## src/sv/rse_pkg.sv

```systemverilog
`default_nettype none
// ----------------------------------------------------------------------------
// rse_pkg: shared types, constants and Galois-field helpers
// Field width, parity depth, payload structs and cell control for the
// Reed-Solomon encoder.
// ----------------------------------------------------------------------------
package rse_pkg;

    localparam int SYMBOL_BITS    = 8;
    localparam int MAX_PARITY     = 32;
    localparam int CNT_BITS       = $clog2(MAX_PARITY + 1);
    localparam int PARCNT_BITS    = 6;
    localparam int POLY_BITS      = 9;
    localparam int CFG_INDEX_BITS = 2;
    localparam int CFG_DATA_BITS  = 9;

    localparam logic [CFG_INDEX_BITS-1:0] CFG_PARITY_COUNT = 2'd0;
    localparam logic [CFG_INDEX_BITS-1:0] CFG_FIELD_POLY   = 2'd1;

    localparam logic [PARCNT_BITS-1:0] PARITY_COUNT_RESET = 6'd16;
    localparam logic [POLY_BITS-1:0]   FIELD_POLY_RESET   = 9'd285;

    typedef logic [SYMBOL_BITS-1:0] t_sym;

    typedef struct packed {
        logic [7:0] data_symbol;
        logic       block_end;
    } t_in_item;

    typedef struct packed {
        logic [7:0] code_symbol;
        logic       is_parity;
        logic       codeword_end;
    } t_out_item;

    // Commands broadcast to every cell of the chain
    typedef struct packed {
        logic clear;   // zero generator tap and remainder
        logic build;   // multiply the generator by (x + root)
        logic shift;   // advance the remainder one place
        t_sym coef;    // feedback symbol for a shift
        t_sym root;    // root for a build step
        t_sym poly;    // field polynomial, implied top term dropped
    } t_cell_ctl;

    function automatic t_sym gf_xtime(input t_sym v, input t_sym poly);
        gf_xtime = {v[SYMBOL_BITS-2:0], 1'b0} ^ (v[SYMBOL_BITS-1] ? poly : '0);
    endfunction

    function automatic t_sym gf_mul(input t_sym a, input t_sym b, input t_sym poly);
        t_sym acc;
        acc = '0;
        for (int bit_i = SYMBOL_BITS - 1; bit_i >= 0; bit_i--) begin
            acc = gf_xtime(acc, poly);
            if (b[bit_i]) begin
                acc = acc ^ a;
            end
        end
        gf_mul = acc;
    endfunction

endpackage
`default_nettype wire

```

## src/sv/rse_cell.sv

```systemverilog
`default_nettype none
// ----------------------------------------------------------------------------
// rse_cell: one stage of the encoder chain
// Holds one generator tap and one remainder symbol; builds the tap from its
// left neighbor and shifts the remainder in from its right neighbor.
// ----------------------------------------------------------------------------
module rse_cell (
    input  wire logic              i_clk,
    input  wire logic              i_rst_n,
    input  wire rse_pkg::t_cell_ctl i_ctl,
    input  wire rse_pkg::t_sym     i_tap_left,
    input  wire rse_pkg::t_sym     i_rem_right,
    output rse_pkg::t_sym          o_tap,
    output rse_pkg::t_sym          o_rem
);

    rse_pkg::t_sym r_tap;
    rse_pkg::t_sym r_rem;
    rse_pkg::t_sym w_mul_a;
    rse_pkg::t_sym w_mul_b;
    rse_pkg::t_sym w_prod;

    // One multiplier serves both the generator build and the division step
    always_comb begin
        w_mul_a = i_ctl.build ? i_ctl.root : i_ctl.coef;
        w_mul_b = i_ctl.build ? i_tap_left : r_tap;
        w_prod  = rse_pkg::gf_mul(w_mul_a, w_mul_b, i_ctl.poly);
    end

    always_ff @(posedge i_clk) begin
        if (!i_rst_n) begin
            r_tap <= '0;
            r_rem <= '0;
        end else if (i_ctl.clear) begin
            r_tap <= '0;
            r_rem <= '0;
        end else begin
            if (i_ctl.build) begin
                r_tap <= r_tap ^ w_prod;
            end
            if (i_ctl.shift) begin
                r_rem <= i_rem_right ^ w_prod;
            end
        end
    end

    assign o_tap = r_tap;
    assign o_rem = r_rem;

endmodule
`default_nettype wire

```

## config.mk

```make
export PLATFORM = sky130hd
export DESIGN_NAME = rse_cell
export DESIGN_NICKNAME = d
export VERILOG_FILES = /design/src/sv/rse_pkg.sv /design/src/sv/rse_cell.sv
export SDC_FILE = /design/constraint.sdc
export NUM_CORES = 1
export LEC_CHECK = 0
export ABC_AREA = 1
export BUFFER_PORTS_ARGS = -buffer_cell sky130_fd_sc_hd__buf_2
export CAP_MARGIN = 10
export CORE_UTILIZATION = 30
export DETAILED_ROUTE_END_ITERATION = 7
export HOLD_SLACK_MARGIN = 0.12
export PLACE_DENSITY = 0.59
export SYNTH_ARGS = -nofsm -noshare
export SYNTH_HDL_FRONTEND = slang
export SYNTH_SLANG_ARGS = --single-unit
```

## constraint.sdc

```tcl
create_clock -name i_clk -period 6.4 [get_ports i_clk]
set_input_delay 0.64 -clock i_clk [delete_from_list [all_inputs] [get_ports i_clk]]
set_output_delay 0.64 -clock i_clk [all_outputs]
set_load 0.01 [all_outputs]
```

==> impl_metrics.ini <==
[sta]
rsz0062_at_grt = no
skew_ns = 0.00328
finalHoldViolCount = 0
slew_violations = 0
setup_violations = 0
fin_crit_ns = 4.35
fmax_ghz = 0.230
finalSetupTns_ns = 0
tightest_slew_ns = 0.946
whs_ns = 0.509
slew_headroom_pct = 36.7
post-route-period-util_pct = 67.9

[critical_path]
cp-start-kind = primary input
critical_path_arrival_ns = 4.53
path_class = primary input to flip-flop
required_ns = 6.59
critPathSlowestCell = buf_2
cp.buffers_inverters = 7
cp-end-kind = flip-flop
critical-path-top-delay-family = simple AND/OR/NAND/NOR gates
slowest_delay_ns = 0.65
cp_max_fo = 44
crit_path_frequent_cell = nand2_1

[layout]
post-route-util_pct = 35.5
drive_above_1_share_pct = 15.4
regArea_sq_um = 320
antenna_cells = 0
nNetsFinal = 784
fillers = 1269
area_delta_synth_final_pct = 12.9
multi_input_area_sq_um = 2700

[synth]
syn-num-nets = 736
syn_inst = 691
syn_avg_cell_area_sq_um = 5.04
ys_ff_latch = 16
synth_top_area_cell = nand2_1
syn_area_sq_um = 3480
synth.top_cell.area_share_pct = 28.8
yosys_warnings = 0
synth_cell_types = 30
synth_area_leaders = nand2_1 (29%), nand3_1 (11%), nor2_1 (10%)
synth-seq-area-share_pct = 9.19

[power_and_ir_drop]
p_int_uw = 490
vdd_drop_max_mv = 0.145
powerDensity_nw_per_um2 = 278
total_power_mw = 1.09
comb_power_share_pct = 76.0
switchingPower_uw = 605
clkPwrFrac_pct = 12.6
p_leak_nw = 2.26
p_sw_share_pct = 55.3
p_seq_share_pct = 11.4

[clocking]
cts_tree = done
clk_latency_ns = 0.25
clockBufferDepth = 2
hold_buffers = 0
clk_pin_slew_ns = 0.05
cts_made_buffers = 3
postCtsSetupRepairBufs = 0
ctsResizeCount = 0
root_buffer = clkbuf_16
htree_levels = 1
cts_sinks = 16

[min_path]
min_path_type = flip-flop to flip-flop

[drt]
drt_iter0_markers = 304
vias = 4120
drcViolationCount = 0
firstDrtPassIters = 5
ant_nets = 0
wl_um = 10600
vias_per_cell = 4.69
wl_per_cell_um = 12.0

[global_route]
grt_usage_pct = 18.7
grt_pass1_wl_um = 17600
grt-ovfl-total = 0
grt_max_degree = 45
antenna_found_initial = 0
grt_pass1_vias = 3749

[placement]
hpwl_um = 8700
io_buffer_count = 60
gp_congestion = 0.937

[die]
io_pins = 61
start_util_pct = 31.5
core.rowCount = 38
die_w_um = 110
coreArea_sq_um = 11100
fp.dieH_um = 110
dieArea_sq_um = 12100

[status]
status = finished, final reports clean

[run]
max_cap_violations = 0
==> placed cells by master, fill, tap and decap left out, types with 2 or more instances in the layout <==
cell type	instances
nor2_2	2
nand3b_1	23
nand3_1	77
xor2_1	10
o21ai_4	2
o21ai_2	3
or2_2	2
dfxtp_1	16
o21ai_0	11
nand2_4	5
nor2_1	95
nand4_1	3
nand3_2	8
inv_1	89
o21ai_1	5
nand2_2	22
nand2_1	267
clkbuf_16	3
a21oi_1	14
xnor2_1	11
buf_2	60
inv_2	3
==> flip-flops by register name (all words and copies together) (netlist names) <==
signal,count
o_rem,8
o_tap,8
==> area by class of cell <==
class                           instances  share of cell area, %
Clock buffer                            4                   2.26
Inverter                               93                   8.94
Multi-Input combinational cell        565                   68.6
Sequential cell                        16                   8.15
Tap cell                              140                   4.45
Timing Repair Buffer                   60                   7.64
==> worst min-delay path, cell delays in order (launching register included) <==
cell     delay [ns]
dfxtp_1        0.32
o21ai_0        0.07
nor2_1         0.09
==> routing by layer <==
| layer | routed length [um] | part of all wire [%] | vias up | GRT usage, % |
|---|---|---|---|---|
| met3 | 564 | 5.3 | 14 | 1.48 |
| li1 | - | - | 2228 | - |
| met1 | 5140 | 49 | 1754 | 25.7 |
| met5 | 0 | 0 | - | 0 |
| met2 | 4700 | 44 | 124 | 31.7 |
| met4 | 159 | 1.5 | 0 | 4.38 |
==> logic make-up (layout without fill, tap and decap cells) <==
| family | count (synthesis) | after routing | share of synthesized area, % |
|---|---|---|---|
| and+or+nand+nor | 506 | 506 | 65.0 |
| muxes | 1 | 1 | 0.287 |
| AOI/OAI and AO/OA | 36 | 36 | 6.21 |
| DFF | 16 | 16 | 9.19 |
| xor gates and xnor gates | 22 | 22 | 5.92 |
| buffers and inverters | 110 | 157 | 13.4 |
==> stage by stage <==
stage          area [sq um]  cells  setup slack, ns
3_5_place_dp           3840    874             1.85
3_3_place_gp           3840    874             1.94
2_1_floorplan          3480    691             3.06
6_report               3930    878             2.05
4_1_cts                3930    878             2.10
5_1_grt                3930    878             1.60
==> power groups by stage <==
stage / registers [mW] / logic, mW / clock network [mW]
final: 0.124 / 0.832 / 0.138
after global routing: 0.126 / 0.958 / 0.143
after CTS: 0.125 / 0.831 / 0.139
after detailed placement: 0.127 / 0.827 / 0
after global placement: 0.126 / 0.823 / 0
after floorplan: 0.129 / 0.672 / 0
==> synthesized netlist by cell type, drive strengths merged <==
master  number
nand2      294
nor2        98
inv         93
nand3       86
nand3b      23
o21ai       21
dfxtp       16
a21oi       14
buf         12
xnor2       11
xor2        10
clkbuf       5
nand4        3
or2          2
mux2i        1
o21a         1
xnor3        1
==> path summary, 6_finish.rpt <==
kind              from       end  slack, ns  depth (start not counted)
max          i_ctl[25]  o_tap[3]       2.05                         31
min           o_rem[7]  o_rem[7]       0.51                          2
max reg2reg   o_tap[6]  o_tap[3]       2.83                         26
min reg2reg   o_rem[7]  o_rem[7]       0.51                          2
Power figures use the tool's default switching activity.
